File: src/design/csp_pkg.sv
// Package for the CDMA SMS transport PDU parser: parser state, result types,
// parameter codes and the per-field bit extraction steps.
// No dependencies; used by cdma_sms_pdu_parser and csp_chk.
package csp_pkg;

  // Top-level parameter walk
  typedef enum logic [1:0] {
    OP_TYPE,
    OP_CODE,
    OP_LEN,
    OP_BODY
  } op_e;

  // Subparameter walk, also reused for the address digit run
  typedef enum logic [2:0] {
    IP_CODE,
    IP_LEN,
    IP_ENC,
    IP_COUNT,
    IP_CHAR,
    IP_LOW,
    IP_SKIP,
    IP_VM
  } ip_e;

  // Kind of a result request
  typedef enum logic [1:0] {
    KIND_DIGIT,
    KIND_CHAR,
    KIND_SUMMARY
  } kind_e;

  // Parameter and subparameter codes
  localparam logic [7:0] CODE_ADDR   = 8'd2;
  localparam logic [7:0] CODE_BEARER = 8'd8;
  localparam logic [7:0] SUB_USER    = 8'd1;
  localparam logic [7:0] SUB_VM      = 8'd11;
  localparam logic [7:0] VM_SUB_LEN  = 8'd1;

  // User data encodings that are decoded
  localparam logic [4:0] ENC_OCTET   = 5'd0;
  localparam logic [4:0] ENC_ASCII7  = 5'd2;
  localparam logic [4:0] ENC_IA5     = 5'd3;
  localparam logic [4:0] ENC_UNICODE = 5'd4;
  localparam logic [4:0] ENC_LATIN   = 5'd8;

  // Voicemail summary codes
  localparam logic [1:0] VM_NONE    = 2'd0;
  localparam logic [1:0] VM_EMPTY   = 2'd1;
  localparam logic [1:0] VM_WAITING = 2'd2;

  // Field widths taken from the bit buffer
  localparam logic [4:0] ADDR_HDR_BITS = 5'd10;
  localparam logic [4:0] DIGIT_BITS    = 5'd4;
  localparam logic [4:0] ENC_BITS      = 5'd5;
  localparam logic [4:0] BYTE_BITS     = 5'd8;
  localparam logic [4:0] SEPT_BITS     = 5'd7;
  localparam logic [4:0] BUF_BITS      = 5'd16;

  // Result queue sizing
  localparam int RQ_DEPTH = 4;
  localparam int MAX_RES  = 3;
  localparam int RQ_AW    = $clog2(RQ_DEPTH);
  localparam int RQ_CW    = $clog2(RQ_DEPTH + 1);

  typedef struct packed {
    op_e         op;
    logic [7:0]  oc;
    logic [7:0]  ol;
    ip_e         ip;
    logic [7:0]  ic;
    logic [7:0]  il;
    logic [15:0] bits;
    logic [4:0]  nbits;
    logic [4:0]  enc;
    logic [7:0]  items;
    logic [1:0]  vm;
    logic        bad;
    logic        addr;
    logic        msg;
  } pst_t;

  localparam pst_t PST_RESET = '{
    op: OP_TYPE, oc: 8'h00, ol: 8'h00, ip: IP_CODE, ic: 8'h00, il: 8'h00,
    bits: 16'h0000, nbits: 5'd0, enc: 5'd0, items: 8'h00, vm: VM_NONE,
    bad: 1'b0, addr: 1'b0, msg: 1'b0
  };

  typedef struct packed {
    kind_e      kind;
    logic [7:0] ch;
    logic       bad;
    logic [1:0] vm;
    logic       addr;
    logic       msg;
    logic       last;
  } res_t;

  // Outcome of one extraction step
  typedef struct packed {
    pst_t       s;
    logic       emit;
    kind_e      kind;
    logic [7:0] ch;
  } stp_t;

  // Map a 4-bit address digit to ASCII
  function automatic logic [7:0] digit_char(logic [3:0] d);
    logic [7:0] c;
    case (d)
      4'd1, 4'd2, 4'd3, 4'd4, 4'd5, 4'd6, 4'd7, 4'd8, 4'd9: c = 8'h30 + {4'h0, d};
      4'd10:   c = 8'h30;
      4'd11:   c = 8'h2A;
      4'd12:   c = 8'h23;
      default: c = 8'h2E;
    endcase
    return c;
  endfunction

  // Append one byte to the bit buffer, count saturating at 16
  function automatic pst_t push_byte(pst_t s, logic [7:0] b);
    pst_t r;
    r = s;
    r.bits  = {s.bits[7:0], b};
    r.nbits = (s.nbits >= BYTE_BITS) ? BUF_BITS : s.nbits + BYTE_BITS;
    return r;
  endfunction

  // Take one field off the bit buffer if enough bits are held
  function automatic stp_t bit_step(pst_t s, logic addr_mode);
    stp_t       r;
    logic [4:0] need;
    logic [15:0] sh;
    r      = '0;
    r.s    = s;
    r.kind = addr_mode ? KIND_DIGIT : KIND_CHAR;
    need   = 5'd0;
    if (addr_mode) begin
      case (s.ip)
        IP_COUNT: need = ADDR_HDR_BITS;
        IP_CHAR:  need = DIGIT_BITS;
        default:  need = 5'd0;
      endcase
    end else begin
      case (s.ip)
        IP_ENC:   need = ENC_BITS;
        IP_COUNT: need = BYTE_BITS;
        IP_CHAR:  need = (s.enc == ENC_ASCII7 || s.enc == ENC_IA5) ? SEPT_BITS : BYTE_BITS;
        IP_LOW:   need = BYTE_BITS;
        default:  need = 5'd0;
      endcase
    end
    sh = s.bits >> (s.nbits - need);
    if (need != 5'd0 && s.nbits >= need) begin
      r.s.nbits = s.nbits - need;
      case (s.ip)
        IP_ENC: begin
          r.s.enc = sh[4:0];
          if (sh[4:0] == ENC_OCTET || sh[4:0] == ENC_ASCII7 || sh[4:0] == ENC_IA5 ||
              sh[4:0] == ENC_UNICODE || sh[4:0] == ENC_LATIN) begin
            r.s.ip = IP_COUNT;
          end else begin
            r.s.bad = 1'b1;
            r.s.ip  = IP_SKIP;
          end
        end
        IP_COUNT: begin
          r.s.items = sh[7:0];
          r.s.ip    = (sh[7:0] != 8'h00) ? IP_CHAR : IP_SKIP;
        end
        IP_CHAR: begin
          if (!addr_mode && s.enc == ENC_UNICODE) begin
            // drop the high byte, keep the low one for the next step
            r.s.ip = IP_LOW;
          end else begin
            r.emit    = 1'b1;
            r.ch      = addr_mode ? digit_char(sh[3:0]) :
                        (need == SEPT_BITS) ? {1'b0, sh[6:0]} : sh[7:0];
            r.s.items = s.items - 8'd1;
            if (s.items == 8'd1) r.s.ip = IP_SKIP;
          end
        end
        IP_LOW: begin
          r.emit    = 1'b1;
          r.ch      = sh[7:0];
          r.s.items = s.items - 8'd1;
          r.s.ip    = (s.items != 8'd1) ? IP_CHAR : IP_SKIP;
        end
        default: r.emit = 1'b0;
      endcase
    end
    return r;
  endfunction

  // Close a subparameter; a run still open there is an overrun
  function automatic pst_t end_inner(pst_t s);
    pst_t r;
    r = s;
    if (s.ip == IP_ENC || s.ip == IP_COUNT || s.ip == IP_CHAR || s.ip == IP_LOW) r.bad = 1'b1;
    r.ip    = IP_CODE;
    r.nbits = 5'd0;
    r.bits  = 16'h0000;
    return r;
  endfunction

  // Close a top-level parameter
  function automatic pst_t end_outer(pst_t s);
    pst_t r;
    r = s;
    if (s.oc == CODE_ADDR) begin
      if (s.ip == IP_COUNT || s.ip == IP_CHAR) r.bad = 1'b1;
      r.ip    = IP_CODE;
      r.nbits = 5'd0;
      r.bits  = 16'h0000;
    end else begin
      r = end_inner(s);
    end
    r.op = OP_CODE;
    return r;
  endfunction

endpackage

File: src/design/cdma_sms_pdu_parser.sv
// CDMA SMS transport PDU parser, top level: byte walk, result build and
// result queue. Depends on csp_pkg.
//
//  channel   dir  handshake                      payload
//  s_axis    in   s_axis_tvalid_i/s_axis_tready_o tdata = pdu_byte, tlast = last_byte
//  m_axis    out  m_axis_tvalid_o/m_axis_tready_i tdata = flags + char, tuser = kind,
//                                                 tlast = last_result
//
// One PDU byte is taken per cycle while the input is ready and parsed in the
// cycle it is accepted; its zero to three results enter a four-entry queue and
// leave one per cycle while the output is ready.
// A byte is accepted whenever the queue has room for three results, i.e.
// while at most one result is still waiting.
// Reset clears the parse state and empties the queue.
module cdma_sms_pdu_parser (
  input  logic        clk_i,
  input  logic        rst_ni,
  input  logic        s_axis_tvalid_i,
  output logic        s_axis_tready_o,
  input  logic [7:0]  s_axis_tdata_i,   // [7:0] pdu_byte
  input  logic        s_axis_tlast_i,   // last_byte
  output logic        m_axis_tvalid_o,
  input  logic        m_axis_tready_i,
  output logic [15:0] m_axis_tdata_o,   // [7:0] char_value, [8] bad_encoding,
                                        // [10:9] voicemail, [11] address_seen,
                                        // [12] message_seen, [15:13] zero
  output logic [1:0]  m_axis_tuser_o,   // [1:0] kind
  output logic        m_axis_tlast_o    // last_result
);

  localparam int AW = csp_pkg::RQ_AW;
  localparam int CW = csp_pkg::RQ_CW;

  csp_pkg::pst_t st_q, st_d;
  csp_pkg::pst_t pushed, bits_done;
  csp_pkg::stp_t stp_a, stp_b;
  csp_pkg::res_t res [csp_pkg::MAX_RES];
  csp_pkg::res_t sum_res;
  csp_pkg::res_t rq_q [csp_pkg::RQ_DEPTH];

  logic [AW-1:0] wr_ptr_q, wr_ptr_d, rd_ptr_q, rd_ptr_d;
  logic [CW-1:0] cnt_q, cnt_d;
  logic [1:0]    n_res;
  logic          run_bits;
  logic          addr_mode;
  logic          accept, pop;

  assign accept = s_axis_tvalid_i & s_axis_tready_o;
  assign pop    = m_axis_tvalid_o & m_axis_tready_i;

  // Bit buffer path: push the byte, then up to two field extractions
  assign addr_mode = (st_q.oc == csp_pkg::CODE_ADDR);
  assign pushed    = csp_pkg::push_byte(st_q, s_axis_tdata_i);
  assign stp_a     = csp_pkg::bit_step(pushed, addr_mode);
  assign stp_b     = csp_pkg::bit_step(stp_a.s, addr_mode);

  always_comb begin
    bits_done = stp_b.s;
    if (bits_done.ip == csp_pkg::IP_SKIP) bits_done.nbits = 5'd0;
  end

  // Next parse state for the byte on the input
  always_comb begin
    st_d     = st_q;
    run_bits = 1'b0;
    sum_res  = '0;
    case (st_q.op)
      csp_pkg::OP_TYPE: st_d.op = csp_pkg::OP_CODE;
      csp_pkg::OP_CODE: begin
        st_d.oc = s_axis_tdata_i;
        st_d.op = csp_pkg::OP_LEN;
      end
      csp_pkg::OP_LEN: begin
        st_d.ol    = s_axis_tdata_i;
        st_d.nbits = 5'd0;
        st_d.bits  = 16'h0000;
        if (addr_mode) begin
          st_d.addr = 1'b1;
          st_d.ip   = csp_pkg::IP_COUNT;
        end else begin
          st_d.ip = csp_pkg::IP_CODE;
        end
        st_d.op = csp_pkg::OP_BODY;
        if (s_axis_tdata_i == 8'h00) st_d = csp_pkg::end_outer(st_d);
      end
      default: begin
        if (addr_mode) begin
          if (st_q.ip == csp_pkg::IP_COUNT || st_q.ip == csp_pkg::IP_CHAR) begin
            run_bits = 1'b1;
            st_d     = bits_done;
          end
        end else if (st_q.oc == csp_pkg::CODE_BEARER) begin
          case (st_q.ip)
            csp_pkg::IP_CODE: begin
              st_d.ic = s_axis_tdata_i;
              st_d.ip = csp_pkg::IP_LEN;
            end
            csp_pkg::IP_LEN: begin
              st_d.il    = s_axis_tdata_i;
              st_d.nbits = 5'd0;
              st_d.bits  = 16'h0000;
              if (st_q.ic == csp_pkg::SUB_USER) begin
                st_d.msg = 1'b1;
                st_d.ip  = csp_pkg::IP_ENC;
              end else if (st_q.ic == csp_pkg::SUB_VM &&
                           s_axis_tdata_i == csp_pkg::VM_SUB_LEN) begin
                st_d.ip = csp_pkg::IP_VM;
              end else begin
                st_d.ip = csp_pkg::IP_SKIP;
              end
              if (s_axis_tdata_i == 8'h00) st_d = csp_pkg::end_inner(st_d);
            end
            default: begin
              if (st_q.ip == csp_pkg::IP_VM) begin
                st_d.vm = (s_axis_tdata_i != 8'h00) ? csp_pkg::VM_WAITING : csp_pkg::VM_EMPTY;
              end else if (st_q.ip != csp_pkg::IP_SKIP) begin
                run_bits = 1'b1;
                st_d     = bits_done;
              end
              st_d.il = st_d.il - 8'd1;
              if (st_d.il == 8'h00) st_d = csp_pkg::end_inner(st_d);
            end
          endcase
        end
        st_d.ol = st_d.ol - 8'd1;
        if (st_d.ol == 8'h00) st_d = csp_pkg::end_outer(st_d);
      end
    endcase
    // close the PDU: summary from the final flags, then back to reset state
    if (s_axis_tlast_i) begin
      if (st_d.op == csp_pkg::OP_BODY) st_d = csp_pkg::end_outer(st_d);
      sum_res.kind = csp_pkg::KIND_SUMMARY;
      sum_res.bad  = st_d.bad;
      sum_res.vm   = st_d.vm;
      sum_res.addr = st_d.addr;
      sum_res.msg  = st_d.msg;
      sum_res.last = 1'b1;
      st_d         = csp_pkg::PST_RESET;
    end
  end

  // Pack the results of this byte in order
  always_comb begin
    for (int i = 0; i < csp_pkg::MAX_RES; i++) res[i] = '0;
    n_res = 2'd0;
    if (run_bits && stp_a.emit) begin
      res[n_res].kind = stp_a.kind;
      res[n_res].ch   = stp_a.ch;
      n_res           = n_res + 2'd1;
    end
    if (run_bits && stp_b.emit) begin
      res[n_res].kind = stp_b.kind;
      res[n_res].ch   = stp_b.ch;
      n_res           = n_res + 2'd1;
    end
    if (s_axis_tlast_i) begin
      res[n_res] = sum_res;
      n_res      = n_res + 2'd1;
    end
  end

  // Queue pointers and fill count
  always_comb begin
    wr_ptr_d = wr_ptr_q;
    rd_ptr_d = rd_ptr_q;
    cnt_d    = cnt_q;
    if (accept) begin
      wr_ptr_d = wr_ptr_q + AW'(n_res);
      cnt_d    = cnt_d + CW'(n_res);
    end
    if (pop) begin
      rd_ptr_d = rd_ptr_q + AW'(1);
      cnt_d    = cnt_d - CW'(1);
    end
  end

  // Hold parse state and queue control
  always_ff @(posedge clk_i or negedge rst_ni) begin
    if (!rst_ni) begin
      st_q     <= csp_pkg::PST_RESET;
      wr_ptr_q <= '0;
      rd_ptr_q <= '0;
      cnt_q    <= '0;
    end else begin
      if (accept) st_q <= st_d;
      wr_ptr_q <= wr_ptr_d;
      rd_ptr_q <= rd_ptr_d;
      cnt_q    <= cnt_d;
    end
  end

  // Write this byte's results into the queue
  always_ff @(posedge clk_i) begin
    for (int i = 0; i < csp_pkg::MAX_RES; i++) begin
      if (accept && (2'(i) < n_res)) rq_q[wr_ptr_q + AW'(i)] <= res[i];
    end
  end

  // Accept while the queue can take a full set of results
  assign s_axis_tready_o = (cnt_q <= CW'(csp_pkg::RQ_DEPTH - csp_pkg::MAX_RES));

  // Present the queue head
  assign m_axis_tvalid_o = (cnt_q != '0);
  assign m_axis_tdata_o  = {3'b000, rq_q[rd_ptr_q].msg, rq_q[rd_ptr_q].addr,
                            rq_q[rd_ptr_q].vm, rq_q[rd_ptr_q].bad, rq_q[rd_ptr_q].ch};
  assign m_axis_tuser_o  = rq_q[rd_ptr_q].kind;
  assign m_axis_tlast_o  = rq_q[rd_ptr_q].last;

endmodule

File: config.mk
export PLATFORM = sky130hd
export DESIGN_NAME = cdma_sms_pdu_parser
export DESIGN_NICKNAME = d
export VERILOG_FILES = /design/src/design/csp_pkg.sv /design/src/design/cdma_sms_pdu_parser.sv
export SDC_FILE = /design/constraint.sdc
export NUM_CORES = 1
export LEC_CHECK = 0
export BUFFER_PORTS_ARGS = -buffer_cell sky130_fd_sc_hd__buf_2
export CORE_ASPECT_RATIO = 1.75
export CORE_MARGIN = 10
export CORE_UTILIZATION = 55
export CTS_BUF_LIST = sky130_fd_sc_hd__clkbuf_8
export DETAILED_ROUTE_END_ITERATION = 7
export GPL_ROUTABILITY_DRIVEN = 0
export HOLD_SLACK_MARGIN = 0.03
export MAX_ROUTING_LAYER = met4
export PLACE_DENSITY = 0.72
export SLEW_MARGIN = 20
export SYNTH_ARGS = -nofsm -noshare
export SYNTH_HDL_FRONTEND = slang
export SYNTH_SLANG_ARGS = --single-unit
File: constraint.sdc
create_clock -name clk_i -period 11.25 [get_ports clk_i]
set_input_delay 2.25 -clock clk_i [delete_from_list [all_inputs] [get_ports clk_i]]
set_output_delay 2.25 -clock clk_i [all_outputs]
set_load 0.02 [all_outputs]
# Word-level counts from Yosys, hierarchy flattened
# Memory sizes are Yosys's and may differ from the RTL's.
# Index checks and enable logic that the tools add are counted.
# W data, S select, Z words.
# classes
n_addsub	17
magnitude_cmp	11
eq_ne	86
shift	2
mux	135
n_bitwise	4
reduce_logical	62
# op_table
operator	count
$mux W76	6
$mux W71	4
$mux W58	4
$bwmux W48	3
$pmux W66 S2	1
$demux W16 S2	3
$mux W48	2
$pmux W47 S2	1
$mux W8	10
$pmux W8 S3	3
$pmux W7 S4	2
$mux W3	18
$mux W53	1
$eq A3 B3 Y1 const B	16
$eq A3 B2 Y1 const B	14
$eq A4 B4 Y1 const B	10
$eq A5 B2 Y1 const B	8
$mux W1	39
$mux W18	2
$pmux W18 S2	1
$eq A4 B3 Y1 const B	8
$eq A8 B1 Y1 const B	4
$mux W16	2
$pmux W8 S2	2
other kinds (55)	153
# totals
ff_bits	83
ram_bits	64
out_inout_bits	21
wordCells	335
mem_count	1
# mem_list
memory	words	width	rd	rd_ports_with_merged_regs	write_ports	line	text
rq_q	4	16	1	0	3	cdma_sms_pdu_parser.sv:39	csp_pkg::res_t rq_q [csp_pkg::RQ_DEPTH];

# Logic depth before layout (Yosys ltp)
# logic_depth
depth_word	65
depth_mapped	44
mapped_depth_nobuf	39

# Worst setup path before layout
# Ideal clock, no wire load.
# synth_timing
kind	reg2reg
from	register st_q (netlist bit bits_done[69])
to	memory rq_q[0][5] (netlist bit), data pin
t_arrival_ns	9.087
t_required_ns	11.105
slack_ns	2.018
stages_incl_launch_ff	37
path_buffers	6
path_cell_list	dfrtp_1 -> nor4b_2 -> and2_1 -> clkbuf_1 -> clkbuf_1 -> buf_1 -> a211oi_1 -> ha_1 -> fa_1 -> xnor2_2 -> mux4_2 -> nor4_4 -> a311oi_4 -> or4_4 -> o21bai_4 -> or2_1 -> clkbuf_1 -> nor2_1 -> nand3_1 -> a21boi_0 -> inv_1 -> fa_1 -> buf_2 -> buf_2 -> mux4_2 -> nand2_1 -> nand2_1 -> mux2_2 -> or2_2 -> o221ai_1 -> a21oi_1 -> o21a_1 -> or2_1 -> or4_4 -> a311oi_2 -> nor4_2 -> nor2_1
# synth_lines
element	line	text
start, declared	cdma_sms_pdu_parser.sv:34	csp_pkg::pst_t st_q, st_d;
start signal, assigned	cdma_sms_pdu_parser.sv:180	st_q <= csp_pkg::PST_RESET;
start signal, assigned	cdma_sms_pdu_parser.sv:185	if (accept) st_q <= st_d;
end, declared	cdma_sms_pdu_parser.sv:39	

==> impl_metrics.tcl <==
set metrics [dict create \
    synthFlopType "dfrtp_1" \
    antenna_found_initial 0 \
    finalPower_uw 2360 \
    seqPwrFrac_pct 27.9 \
    die-height_um 211 \
    area_growth_pct 5.87 \
    hold_violations 0 \
    r2r_start "bits_done[69]" \
    synth_seq_cells 135 \
    grt_pass1_vias 10400 \
    num_vias 10800 \
    post_cts_resized 0 \
    syn_inst 1338 \
    final_util_pct 58.7 \
    crit_fanout 24 \
    internal_power_uw 1250 \
    arrival_ps 10420 \
    min_period_ps 10220 \
    cts_tree "built" \
    diodes 0 \
    min_period_over_period_pct 90.8 \
    placeableCoreArea_um2 20800 \
    rsz0062_at_grt "no" \
    final_max_slew_viol_count 0 \
    p_leak_uw 0.00487 \
    grt_remaining_overflow 0 \
    drt_iter0_drc 1004 \
    crit_top_cell "mux2i_1" \
    fmax_ghz 0.0979 \
    dr.pass1.iters 8 \
    die_w_um 129 \
    antenna_left 0 \
    die_area_um2 27400 \
    finClkSkew_ps 15.5 \
    cts_hold_buf 0 \
    grt_usage_pct 27.3 \
    clock_latency_ps 480 \
    fp-row-count 70 \
    crit_type "reg -> reg" \
    cts_buffers 17 \
    relSlewSlack_pct 30.7 \
    final.setup.tns_ps 0 \
    finalSetupViolCount 0 \
    powerDensity_nw_per_um2 194 \
    synthArstFlopShare_pct 55.6 \
    synth_cell_types 102 \
    slowest_stage "fa_1" \
    cts_sinks 135 \
    start_util_pct 55.5 \
    grt_pass1_wl_um 56900 \
    status "finished, violations left" \
    ys_warn_count 0 \
    cts_root_buffer "clkbuf_8" \
    pin_count 34 \
    worstSetupEndpointType "register" \
    viasPerCell 6.83 \
    clk_path_buf_depth 2 \
    synth_area_per_cell_um2 8.61 \
    htreeDepth 4 \
    timing.rr.end "rq_q[0][5]" \
    power_switching_uw 1110 \
    power_frac_clock_pct 18.5 \
    drc 2 \
    place_hpwl_um 26700 \
    hold_class "reg -> reg" \
    violations "design-rule violations" \
    grt_max_degree 76 \
    hold_depth 2 \
    synth_area_um2 11500 \
    nNetsFinal 1359 \
    drv_cap 0 \
    synth_edf_count 60 \
    switching_share_pct 47.1 \
    portBuffers 30 \
    worstHoldEndpoint "bits_done[3]" \
    cp.required_ps 11450 \
    drt_wl_total_um 36200 \
    cts_setup_buffers 0 \
    drive_gt1_share_pct 13.9 \
    nFillCells 1853 \
    comb_power_share_pct 53.6 \
    slowest_delay_ps 1130 \
    path_clk_slew_ps 80 \
    ys_seq_area_share_pct 31.9 \
    worstMarginPinSlew_ps 1040 \
    start_kind "register" \
    rrSetupSlack_ps 1030 \
    wl_per_cell_um 22.8 \
    rr_worst_depth 30 \
    max-vdd-ir-drop_v 0.000116 \
    hold_path.startpoint "bits_done[3]" \
]
critical path, delay by kind of cell (launching register included):
kind / cells / cell delay [ps]
AOI/OAI and AO/OA: 11 / 2510
muxes: 5 / 1480
adders and majority gates: 2 / 2130
buffers and inverters: 2 / 450
DFF: 1 / 420
and+or+nand+nor: 10 / 2920
area by class of cell:
class	instances	area (um^2)	area share [%]
tap	252	315	2.59
inverter	43	161	1.32
clock inverter	15	180	1.48
clock buffer	17	234	1.92
timing repair buffer	53	345	2.83
multi-input combinational	1071	7280	59.7
sequential	135	3680	30.2
cells in the final DEF, fill, tap and decap left out, drive strengths merged, types with 8 or more instances in the layout:
cell type  netlist  routed
a22oi           18      18
nor3            46      46
nor2b           10      10
clkbuf          59      17
mux2i           59      59
mux2            18      18
nand2          168     168
or3              9       9
a21o            10      10
a22o            34      34
a31oi           20      20
nor4            18      18
edfxtp          60      60
inv             42      49
ha              22      22
mux4            31      31
nand3           19      19
xnor2           19      19
and2            13      13
o21ai           98      98
or2             11      11
xor2             9       9
o22ai           13      13
buf             32      53
nor2           164     164
nand2b          20      20
a21oi          100     100
dfrtp           75      75
o31ai            8       8
a211oi          14      14
logic make-up after synthesis:
logic type / after synthesis / synth area share [%]
XOR/XNOR: 28 / 2.26
other: 1 / 0.0326
AND/OR/NAND/NOR: 517 / 21.4
adder cells (fa/ha/maj): 27 / 3.09
AO/OA/AOI/OAI: 388 / 23.0
buffers and inverters: 134 / 5.11
flip-flops: 135 / 31.9
multiplexers: 108 / 13.1
metal layers:
metal / vias up / global-route usage [%] / share of wire (%)
li1: 4918 / - / -
met2: 579 / 45.3 / 51
met1: 5139 / 28.5 / 35
met5: - / - / 0
met4: 0 / 19.8 / 7.3
met3: 195 / 4.93 / 6.6
through the flow:
stage	hold slack, ps	setup slack [ps]	area [um^2]	cells
after global placement	462	1560	11700	1553
final	488	1030	12200	1586
after floorplan	445	2020	11500	1340
after CTS	496	1240	12200	1585
after detailed placement	476	1290	11700	1553
after global routing	530	409	12200	1586
worst max-delay path by stage:
| stage | start | to | slack, ps |
|---|---|---|---|
| after floorplan | bits_done[69] | rq_q[0][5] | 2020 |
| after global placement | bits_done[69] | rq_q[0][1] | 1560 |
| after detailed placement | bits_done[69] | rq_q[1][5] | 1290 |
| after CTS | bits_done[69] | rq_q[1][5] | 1240 |
| after global routing | bits_done[71] | rq_q[0][5] | 410 |
| final | bits_done[69] | rq_q[0][5] | 1030 |
cells in the mapped netlist, drive strengths merged, types with 18 or more instances:
cell / count / area (um^2)
nand2: 168 / 641
nor2: 164 / 626
a21oi: 100 / 515
o21ai: 98 / 505
dfrtp: 75 / 1880
edfxtp: 60 / 1800
clkbuf: 59 / 221
mux2i: 59 / 591
nor3: 46 / 246
inv: 42 / 158
a22o: 34 / 298
buf: 32 / 205
mux4: 31 / 698
ha: 22 / 275
a31oi: 20 / 131
nand2b: 20 / 125
nand3: 19 / 100
xnor2: 19 / 174
a22oi: 18 / 135
mux2: 18 / 225
nor4: 18 / 149
flip-flops by register name, indices dropped and copies added, names as in the netlist:
name	flops
rq_q	60
bits_done	46
wr_ptr_q	2
pushed	17
st_q	5
cnt_q	3
rd_ptr_q	2
power by group through the flow:
stage	clock network, uW	registers, uW	logic [uW]
floorplan	0	605	991
finish	437	660	1270
detailed placement	0	669	1220
global route	458	674	1360
global placement	0	667	1210
CTS	442	659	1220
No activity file was read; power rests on OpenSTA's default activity.
